## config.mk

```make
export PLATFORM = sky130hd
export DESIGN_NAME = proximity_touch_gesture_fsm
export DESIGN_NICKNAME = d
export VERILOG_FILES = /design/src/hw/rtl/ptg_pkg.sv /design/src/hw/rtl/proximity_touch_gesture_fsm.sv
export SDC_FILE = /design/constraint.sdc
export NUM_CORES = 1
export LEC_CHECK = 0
export BUFFER_PORTS_ARGS = -buffer_cell sky130_fd_sc_hd__clkbuf_2
export CAP_MARGIN = 40
export CORE_MARGIN = 3
export CORE_UTILIZATION = 43
export CTS_CLUSTER_DIAMETER = 40
export DETAILED_ROUTE_END_ITERATION = 7
export PLACE_DENSITY = 0.68
export SLEW_MARGIN = 20
export SYNTH_ARGS = -nofsm -noshare
export SYNTH_HDL_FRONTEND = slang
export SYNTH_SLANG_ARGS = --single-unit
```

## constraint.sdc

```tcl
create_clock -name aclk -period 4.6 [get_ports aclk]
set_input_delay 0.69 -clock aclk [delete_from_list [all_inputs] [get_ports aclk]]
set_output_delay 0.69 -clock aclk [all_outputs]
set_load 0.1 [all_outputs]
```

## src/hw/rtl/ptg_pkg.sv

```systemverilog
// Shared types and constants for the proximity touch gesture block.
// No dependencies; imported by the top level, both checkers and the testbench.
package ptg_pkg;

    // Field widths
    localparam int unsigned PROX_W  = 10;
    localparam int unsigned TIME_W  = 32;
    localparam int unsigned DUR_W   = 16;
    localparam int unsigned EVENT_W = 3;
    localparam int unsigned SPEED_W = 17;
    localparam int unsigned QUO_W   = 16;

    // Stream payload widths, padded to whole bytes
    localparam int unsigned S_DATA_W = 48;
    localparam int unsigned M_DATA_W = 24;

    // Configuration port
    localparam int unsigned CFG_ADDR_W = 2;
    localparam int unsigned CFG_DATA_W = 16;

    // Fixed levels
    localparam logic [PROX_W-1:0]  SAT_LEVEL = 10'd1023;
    localparam logic [TIME_W-1:0]  FAST_MS   = 32'd100;
    localparam logic [SPEED_W-1:0] ONE_Q16   = 17'd65536;

    // Register reset values
    localparam logic [PROX_W-1:0] MIN_THRESH_RST = 10'd300;
    localparam logic [PROX_W-1:0] MAX_THRESH_RST = 10'd900;
    localparam logic [DUR_W-1:0]  MAX_DUR_RST    = 16'd1000;
    localparam logic [DUR_W-1:0]  LOCKOUT_RST    = 16'd3000;

    // Register indexes
    typedef enum logic [CFG_ADDR_W-1:0] {
        REG_MIN_THRESH = 2'd0,
        REG_MAX_THRESH = 2'd1,
        REG_MAX_DUR    = 2'd2,
        REG_LOCKOUT    = 2'd3
    } cfg_reg_t;

    // Event codes
    typedef enum logic [EVENT_W-1:0] {
        EV_IDLE       = 3'd0,
        EV_APPROACH   = 3'd1,
        EV_DONE       = 3'd2,
        EV_HELD       = 3'd3,
        EV_INCOMPLETE = 3'd4,
        EV_RELEASED   = 3'd5,
        EV_CLOSE      = 3'd6,
        EV_LOCKED     = 3'd7
    } event_t;

endpackage

```

## src/hw/rtl/proximity_touch_gesture_fsm.sv

```systemverilog
// Top level of the proximity touch gesture block: gesture state machine,
// configuration registers and a bit-serial speed divider. Uses ptg_pkg.
//
// One input transaction (proximity, now_ms) gives one output transaction
// (event_code, speed). Most samples produce their result in the output
// register in the cycle after acceptance. A touch completed from the approaching
// mode with an elapsed time strictly between 100 ms and max_duration_ms runs
// the restoring divider, which retires one quotient bit per cycle; its
// result enters the output register with the last bit. A new sample is accepted once
// the divider is idle and the output register is empty or being drained in
// that cycle. Configuration writes are taken in any cycle and must only be
// issued while no sample is in flight.
module proximity_touch_gesture_fsm (
    input  logic                               aclk,
    input  logic                               aresetn,
    // tdata: [9:0] proximity, [41:10] now_ms, [47:42] zero
    input  logic [ptg_pkg::S_DATA_W-1:0]       s_tdata,
    input  logic                               s_tvalid,
    output logic                               s_tready,
    // tdata: [2:0] event_code, [19:3] speed, [23:20] zero
    output logic [ptg_pkg::M_DATA_W-1:0]       m_tdata,
    output logic                               m_tvalid,
    input  logic                               m_tready,
    input  logic                               cfg_wr_en,
    input  logic [ptg_pkg::CFG_ADDR_W-1:0]     cfg_addr,
    input  logic [ptg_pkg::CFG_DATA_W-1:0]     cfg_wr_data
);
    import ptg_pkg::*;

    typedef enum logic [2:0] {
        MODE_IDLE,
        MODE_APPROACH,
        MODE_HELD,
        MODE_RELEASE,
        MODE_CLOSE
    } mode_t;

    typedef enum logic {
        CTL_READY,
        CTL_DIVIDE
    } ctl_t;

    // Configuration registers
    logic [PROX_W-1:0] min_thresh_reg, min_thresh_next;
    logic [PROX_W-1:0] max_thresh_reg, max_thresh_next;
    logic [DUR_W-1:0]  max_dur_reg, max_dur_next;
    logic [DUR_W-1:0]  lockout_reg, lockout_next;

    // Gesture state
    mode_t             mode_reg, mode_next;
    logic [TIME_W-1:0] approach_start_reg, approach_start_next;
    logic [TIME_W-1:0] saturate_start_reg, saturate_start_next;

    // Control and output register
    ctl_t               ctl_reg, ctl_next;
    logic               m_valid_reg, m_valid_next;
    event_t             event_reg, event_next;
    logic [SPEED_W-1:0] speed_reg, speed_next;

    // Divider
    logic [QUO_W-1:0] div_rem_reg, div_rem_next;
    logic [QUO_W-1:0] div_quo_reg, div_quo_next;
    logic [QUO_W-1:0] div_span_reg, div_span_next;
    logic [3:0]       div_cnt_reg, div_cnt_next;

    logic [PROX_W-1:0] prox;
    logic [TIME_W-1:0] now_ms;
    logic [TIME_W-1:0] elapsed;
    logic [TIME_W-1:0] sat_elapsed;
    logic              is_fast;
    logic              is_slow;
    logic              accept;
    logic [QUO_W:0]    rem_dbl;
    logic [QUO_W:0]    rem_sub;
    logic              quo_bit;
    logic [QUO_W-1:0]  quo_new;

    assign prox   = s_tdata[PROX_W-1:0];
    assign now_ms = s_tdata[PROX_W +: TIME_W];

    assign s_tready = (ctl_reg == CTL_READY) && (!m_valid_reg || m_tready);
    assign accept   = s_tvalid && s_tready;

    assign m_tvalid = m_valid_reg;
    assign m_tdata  = {{(M_DATA_W - EVENT_W - SPEED_W){1'b0}}, speed_reg, event_reg};

    // Elapsed times, modulo 2^32
    assign elapsed     = now_ms - approach_start_reg;
    assign sat_elapsed = now_ms - saturate_start_reg;
    assign is_fast     = elapsed <= FAST_MS;
    assign is_slow     = elapsed >= {{(TIME_W - DUR_W){1'b0}}, max_dur_reg};

    // One restoring division step: double, trial subtract, keep or restore
    assign rem_dbl = {div_rem_reg, 1'b0};
    assign rem_sub = rem_dbl - {1'b0, div_span_reg};
    assign quo_bit = !rem_sub[QUO_W];
    assign quo_new = {div_quo_reg[QUO_W-2:0], quo_bit};

    always_comb begin
        min_thresh_next     = min_thresh_reg;
        max_thresh_next     = max_thresh_reg;
        max_dur_next        = max_dur_reg;
        lockout_next        = lockout_reg;
        mode_next           = mode_reg;
        approach_start_next = approach_start_reg;
        saturate_start_next = saturate_start_reg;
        ctl_next            = ctl_reg;
        m_valid_next        = m_valid_reg;
        event_next          = event_reg;
        speed_next          = speed_reg;
        div_rem_next        = div_rem_reg;
        div_quo_next        = div_quo_reg;
        div_span_next       = div_span_reg;
        div_cnt_next        = div_cnt_reg;

        // Register writes
        if (cfg_wr_en) begin
            unique case (cfg_reg_t'(cfg_addr))
                REG_MIN_THRESH: min_thresh_next = cfg_wr_data[PROX_W-1:0];
                REG_MAX_THRESH: max_thresh_next = cfg_wr_data[PROX_W-1:0];
                REG_MAX_DUR:    max_dur_next    = cfg_wr_data;
                REG_LOCKOUT:    lockout_next    = cfg_wr_data;
                default: ;
            endcase
        end

        // Drop the result once taken
        if (m_valid_reg && m_tready) begin
            m_valid_next = 1'b0;
        end

        unique case (ctl_reg)
            CTL_READY: begin
                if (accept) begin
                    m_valid_next = 1'b1;
                    event_next   = EV_IDLE;
                    speed_next   = '0;
                    unique case (mode_reg)
                        MODE_IDLE: begin
                            if (prox >= SAT_LEVEL) begin
                                mode_next           = MODE_CLOSE;
                                saturate_start_next = now_ms;
                                event_next          = EV_CLOSE;
                            end else if (prox >= max_thresh_reg) begin
                                mode_next  = MODE_HELD;
                                event_next = EV_DONE;
                                speed_next = ONE_Q16;
                            end else if (prox > min_thresh_reg) begin
                                mode_next           = MODE_APPROACH;
                                approach_start_next = now_ms;
                                event_next          = EV_APPROACH;
                            end
                        end
                        MODE_APPROACH: begin
                            if (prox >= max_thresh_reg) begin
                                mode_next  = MODE_HELD;
                                event_next = EV_DONE;
                                if (is_fast) begin
                                    speed_next = ONE_Q16;
                                end else if (is_slow) begin
                                    speed_next = '0;
                                end else begin
                                    // Hold the result until the divider finishes
                                    m_valid_next  = 1'b0;
                                    ctl_next      = CTL_DIVIDE;
                                    div_rem_next  = elapsed[QUO_W-1:0] - FAST_MS[QUO_W-1:0];
                                    div_span_next = max_dur_reg - FAST_MS[QUO_W-1:0];
                                    div_quo_next  = '0;
                                    div_cnt_next  = '0;
                                end
                            end else if (prox <= min_thresh_reg) begin
                                mode_next  = MODE_IDLE;
                                event_next = EV_INCOMPLETE;
                            end else begin
                                event_next = EV_APPROACH;
                            end
                        end
                        MODE_HELD: begin
                            if (prox < max_thresh_reg) begin
                                mode_next = MODE_RELEASE;
                            end else begin
                                event_next = EV_HELD;
                            end
                        end
                        MODE_RELEASE: begin
                            if (prox >= max_thresh_reg) begin
                                mode_next  = MODE_HELD;
                                event_next = EV_DONE;
                                speed_next = ONE_Q16;
                            end else if (prox <= min_thresh_reg) begin
                                mode_next  = MODE_IDLE;
                                event_next = EV_RELEASED;
                            end
                        end
                        MODE_CLOSE: begin
                            if (prox >= SAT_LEVEL) begin
                                if (sat_elapsed >= {{(TIME_W - DUR_W){1'b0}}, lockout_reg}) begin
                                    mode_next  = MODE_IDLE;
                                    event_next = EV_LOCKED;
                                end else begin
                                    event_next = EV_CLOSE;
                                end
                            end else if (prox < max_thresh_reg) begin
                                mode_next  = MODE_IDLE;
                                event_next = EV_RELEASED;
                            end else begin
                                mode_next  = MODE_HELD;
                                event_next = EV_HELD;
                            end
                        end
                        default: mode_next = MODE_IDLE;
                    endcase
                end
            end
            CTL_DIVIDE: begin
                // Advance one quotient bit per cycle
                div_rem_next = quo_bit ? rem_sub[QUO_W-1:0] : rem_dbl[QUO_W-1:0];
                div_quo_next = quo_new;
                div_cnt_next = div_cnt_reg + 4'd1;
                if (div_cnt_reg == 4'(QUO_W - 1)) begin
                    ctl_next     = CTL_READY;
                    m_valid_next = 1'b1;
                    event_next   = EV_DONE;
                    speed_next   = ONE_Q16 - {1'b0, quo_new};
                end
            end
            default: ctl_next = CTL_READY;
        endcase
    end

    always_ff @(posedge aclk) begin
        if (!aresetn) begin
            min_thresh_reg     <= MIN_THRESH_RST;
            max_thresh_reg     <= MAX_THRESH_RST;
            max_dur_reg        <= MAX_DUR_RST;
            lockout_reg        <= LOCKOUT_RST;
            mode_reg           <= MODE_IDLE;
            approach_start_reg <= '0;
            saturate_start_reg <= '0;
            ctl_reg            <= CTL_READY;
            m_valid_reg        <= 1'b0;
        end else begin
            min_thresh_reg     <= min_thresh_next;
            max_thresh_reg     <= max_thresh_next;
            max_dur_reg        <= max_dur_next;
            lockout_reg        <= lockout_next;
            mode_reg           <= mode_next;
            approach_start_reg <= approach_start_next;
            saturate_start_reg <= saturate_start_next;
            ctl_reg            <= ctl_next;
            m_valid_reg        <= m_valid_next;
        end
        event_reg    <= event_next;
        speed_reg    <= speed_next;
        div_rem_reg  <= div_rem_next;
        div_quo_reg  <= div_quo_next;
        div_span_reg <= div_span_next;
        div_cnt_reg  <= div_cnt_next;
    end

endmodule

```

### Yosys cells after proc, flatten, opt, wreduce, memory -nomap -nowiden

Index checks and enable logic that the tools add are counted.
Widths: inputs -> output; s select.

* logic and storage cells: 139
* output and inout bits: 26
* register bits: 192

* add/sub/neg operators: 7
* order comparisons: 8
* bitwise operators: 5
* reductions and logical operators: 19
* equal/unequal tests: 18
* muxes and demuxes: 67

Operators with widths (count)
* $mux 17: 6
* $mux 16: 6
* $mux 15: 5
* $ge 32x16->1: 2
* $sub 32x32->32: 2
* $mux 3: 17
* $pmux 17 s3: 1
* $pmux 17 s2: 1
* $le 32x7->1 const B: 1
* $pmux 16 s2: 1
* $sub 16x7->16 const B: 2
* $pmux 15 s2: 1
* $mux 4: 5
* $reduce_and 6->1: 3
* $sub 17x16->17: 1
* $sub 17x16->17 const A: 1
* $mux 1: 15
* $pmux 3 s5: 1
* $pmux 3 s4: 1
* $ge 10x10->1: 1
* $ge 10x10->1 const B: 1
* $gt 10x10->1: 1
* $le 10x10->1: 1
* $lt 10x10->1: 1
* other kinds (26): 47

### Longest topological paths before layout

* depth in word-level cells: 8
* gate-level depth with buffers: 23
* depth with buffers taken out: 23

### Worst setup path after synthesis

OpenSTA, ideal clock, no wires.

* kind: input to register
* start point: input port s_tdata[11] (netlist bit)
* end point: register div_cnt_reg[0], enable pin
* arrival: 4.379 ns
* library setup time: 0.398 ns
* buffers on the path: 0
* data required time: 4.202 ns
* cell stages on the path: 15
* setup slack: -0.177 ns
* path through: ha_1 > nor2b_1 > o31a_1 > o31ai_4 > a21oi_1 > xnor2_1 > inv_1 > ha_1 > a21o_1 > a21o_1 > a21oi_1 > o21ai_0 > nor3b_1 > nand3_1 > nand2b_1

* cells in the longest elaborated chain, start to end: 4
* elaborated cells on any way between the ends: 6
* those cells by class: add/sub (1); order compare (2); eq/ne (2); reduce/logical (1)

Ends and longest elaborated chain
* start: declaration: RTL line proximity_touch_gesture_fsm.sv:17 `input logic [ptg_pkg::S_DATA_W-1:0] s_tdata,`
* $sub 32x32->32 *: RTL line proximity_touch_gesture_fsm.sv:88 `assign elapsed = now_ms - approach_start_reg;`
* $ge 32x16->1 / $le 32x7->1 (equally long branches): RTL line proximity_touch_gesture_fsm.sv:91, proximity_touch_gesture_fsm.sv:90
* $ne 2x2->1 (no line)
* $reduce_and 5->1 (no line) *
* end signal: assignment: RTL line proximity_touch_gesture_fsm.sv:258 `div_cnt_reg <= div_cnt_next;`
* end: declaration: RTL line proximity_touch_gesture_fsm.sv:64 `logic [3:0] div_cnt_reg, div_cnt_next;`

Mark *: on every way between the ends. The rest lies on a longest branch, timed or not.
A chain may end at the register's enable or synchronous reset.

### Worst setup path in the final report

* start point: register saturate_start_reg[2]
* end point: register mode_reg[2]

* cells in the longest elaborated chain, start to end: 4

Ends and longest elaborated chain
* start: declaration: RTL line proximity_touch_gesture_fsm.sv:52 `logic [TIME_W-1:0] saturate_start_reg, saturate_start_next;`
* start signal: assignment: RTL line proximity_touch_gesture_fsm.sv:249 `saturate_start_reg <= saturate_start_next;`
* $sub 32x32->32: RTL line proximity_touch_gesture_fsm.sv:89 `assign sat_elapsed = now_ms - saturate_start_reg;`
* $ge 32x16->1: RTL line proximity_touch_gesture_fsm.sv:197 `if (sat_elapsed >= {{(TIME_W - DUR_W){1'b0}}, lockout_reg}) begin`
* $ne 3x3->1 (no line)
* $reduce_and 6->1 (no line)
* end signal: assignment: RTL line proximity_touch_gesture_fsm.sv:247 `mode_reg <= mode_next;`
* end: declaration: RTL line proximity_touch_gesture_fsm.sv:50 `mode_t mode_reg, mode_next;`

No other way between the ends.

==> qor.json <==
{
  "clk_latency_ns": 0.46,
  "fmaxAchievable_mhz": 229,
  "fillCellCount": 3170,
  "clock-skew-final_ns": 0.0169,
  "placement_row_count": 66,
  "grt_first_pass_wirelength_um": 59000,
  "sequential_cell_area_um2": 4560,
  "ys_seq_elements": 192,
  "cts_num_sinks": 192,
  "nNetsFinal": 2094,
  "post_synthesis_compound_gate_area_fraction_pct": 21.1,
  "drt_pre_antenna_iters": 7,
  "largest_net_degree_at_the_start_of_global_routing": 89,
  "post-route-period-util_pct": 95.1,
  "worst_setup_hold_path_clk_slew_ns": 0.07,
  "critPathCaptureType": "flip-flop",
  "vias": 12770,
  "synth_area_leaders": "dfxtp_1 (17%), edfxtp_1 (15%), ha_1 (12%)",
  "post_synthesis_mean_instance_area_um2": 8.22,
  "status": "complete, no violations",
  "synth-edff-count": 71,
  "synthDistinctLibCells": 90,
  "wire_per_inst_um": 15.5,
  "ir_drop_mv": 0.291,
  "n_antenna_cell": 0,
  "fin_cells": 2341,
  "yosysWarnings": 0,
  "place.detailed.hpwl_um": 27600,
  "viasPerCell": 5.45,
  "synth-xor-area-share_pct": 4.29,
  "post_cts_hold_buffer_count": 0,
  "syn_area_um2": 14500,
  "ioPinCount": 97,
  "synth.mux.area_fraction_pct": 3.27,
  "via_count_of_the_first_global_routing_pass": 12005,
  "worst_slack_ns": 0.224,
  "root_buffer": "clkbuf_16",
  "hold_viol": 0,
  "start_util_pct": 44.1,
  "slew-limit-headroom_pct": 38.4,
  "grt_remaining_overflow": 0,
  "die-height_um": 190,
  "critical_path_required_ns": 4.96,
  "placed_cells": 2304,
  "dieArea_um2": 35900,
  "worst_slew_pin_slew_ns": 0.915,
  "crit_path_arrival_time_ns": 4.73,
  "cellLeakagePower_nw": 6.78,
  "antenna_violations_before_repair": 0,
  "max_cap_viol_count": 0,
  "power_density_nw_per_um2": 287,
  "post_synth_inst_count": 1763,
  "drtAntennaViolNets": 0,
  "fin_worst_hold_slack_ns": 0.463,
  "layout-area-overhead-vs-synth_pct": 14.1,
  "post_synth_fa_ha_maj_area_fraction_pct": 12.0,
  "area_after_dpl_um2": 15800,
  "gp_routability_congestion": 0.893,
  "floorplan.die.width_um": 190,
  "timing.critical_path.from_type": "flip-flop",
  "drv_slew": 0,
  "pre_cts_slack_ns": -0.396,
  "yosys_most_used_dff": "dfxtp_1",
  "synth_simple_gate_area_share_pct": 21.6,
  "htreeDepth": 4,
  "post-synth-top-count-cell": "nand2_1",
  "multi_input_combinational_cell_area_um2": 9130,
  "clk_path_buf_depth": 2,
  "fin_crit_ns": 4.38,
  "drc": 0,
  "finalSetupViolCount": 0,
  "global_route.usage.total_pct": 19.9,
  "synth.yosys.seq_area_share_pct": 31.4,
  "synth_commonest_cells": "nand2_1 (255), inv_1 (161), ha_1 (134)",
  "layout.cell_area.non_filler_um2": 16500,
  "worst-path-max-fanout": 2,
  "critical_path_class": "reg2reg",
  "cts-buffers-inserted": 17,
  "cts_tree": "done",
  "post-synth-top-area-fraction_pct": 16.7,
  "netlist.top_cell.by_area": "dfxtp_1",
  "drive_above_1_share_pct": 13.8,
  "totalWireLength_um": 36200,
  "async_reset_ff_share_pct": 0,
  "synth_top_family_by_area": "simple AND/OR/NAND/NOR gates",
  "dr.first_iter.drc_count": 852,
  "core_um2": 32900,
  "min_path_type": "reg2reg",
  "port_buffers": 86
}
## worst paths after layout
kind                                             from                    end  slack (ns)  cells after the start
worst min-delay path            saturate_start_reg[2]  saturate_start_reg[2]        0.46                      2
worst max register to register  saturate_start_reg[2]            mode_reg[2]        0.22                     24
worst min register to register  saturate_start_reg[2]  saturate_start_reg[2]        0.46                      2
worst max-delay path            saturate_start_reg[2]            mode_reg[2]        0.22                     24
## kinds of logic after synthesis
family | count (synthesis)
adder cells (fa/ha/maj) | 137
AND/OR/NAND/NOR | 637
flip-flops | 192
buffers and inverters | 235
XOR/XNOR | 71
other | 1
multiplexers | 47
AO/OA/AOI/OAI | 443
## timing repair
| action | in CTS | in global routing |
|---|---|---|
| endpoints found under the setup margin | 0 | 2 |
| resized for setup | 0 | 17 |
| buffers inserted | 0 | 2 |
## critical path: stages, from the launching register on
cell and delay [ns]:
dfxtp_2 0.32, inv_1 0.09, ha_4 0.21, o211ai_1 0.20
a21oi_2 0.06, o21a_1 0.21, o21ai_1 0.13, nand2b_1 0.08
a21o_1 0.17, a21oi_2 0.13, o21bai_1 0.10, a21oi_2 0.13
xnor2_1 0.09, ha_1 0.32, nand4_1 0.12, nor2_1 0.07
a211oi_2 0.17, nor2_1 0.09, a41oi_2 0.21, o2111ai_2 0.13
a2111o_1 0.31, nor4_2 0.21, nand4_1 0.26, buf_4 0.23
o311ai_4 0.24
## metrics by stage
step / power (mW) / setup TNS (ns) / util, %
6_report: 4.74 / 0 / 50.3
5_1_grt: 4.99 / -0.0875 / 50.3
4_1_cts: 4.75 / 0 / 49.9
3_5_place_dp: 3.30 / -6.49 / 48.2
3_3_place_gp: 3.27 / -0.915 / 48.2
2_1_floorplan: 2.90 / 0 / -
## layout by cell type, fill, tap and decap left out, drive strengths merged, types with 15 or more instances in the layout
master	instances
edfxtp	71
nor4	17
o21ai	67
nor3	32
a21boi	67
a31oi	27
a21oi	97
nand3	33
nand4	33
or3	15
o211ai	38
dfxtp	121
o21a	15
xor2	23
nor2b	49
mux2i	45
and2	27
xnor2	48
inv	168
nor2	95
clkbuf	106
ha	134
buf	89
nand2	255
nand2b	19
and3	19
a211oi	20
a21o	42
## where the power goes
group	switching, mW	leakage (nW)	internal [mW]
registers	0.0306	1.65	1.83
clock network	0.713	0.267	0.735
logic	0.866	4.87	0.570
## layout make-up
cell class / instances / area share [%]
Clock inverter: 12 / 0.583
Timing Repair Buffer: 175 / 6.83
Inverter: 161 / 3.66
Tap cell: 442 / 3.35
Sequential cell: 192 / 27.6
Clock buffer: 20 / 2.77
Multi-Input combinational cell: 1339 / 55.2
## routing by layer
| metal | wire length [um] | up-vias | part of all wire, % | track usage, % |
|---|---|---|---|---|
| met4 | 843 | 0 | 2.3 | 6.28 |
| met3 | 1480 | 44 | 4.1 | 2.62 |
| met2 | 16700 | 296 | 46 | 33.0 |
| li1 | - | 6481 | - | - |
| met5 | 0 | - | 0 | 0 |
| met1 | 17200 | 5949 | 47 | 27.1 |
Note: power is estimated with default switching activity, not from simulation.
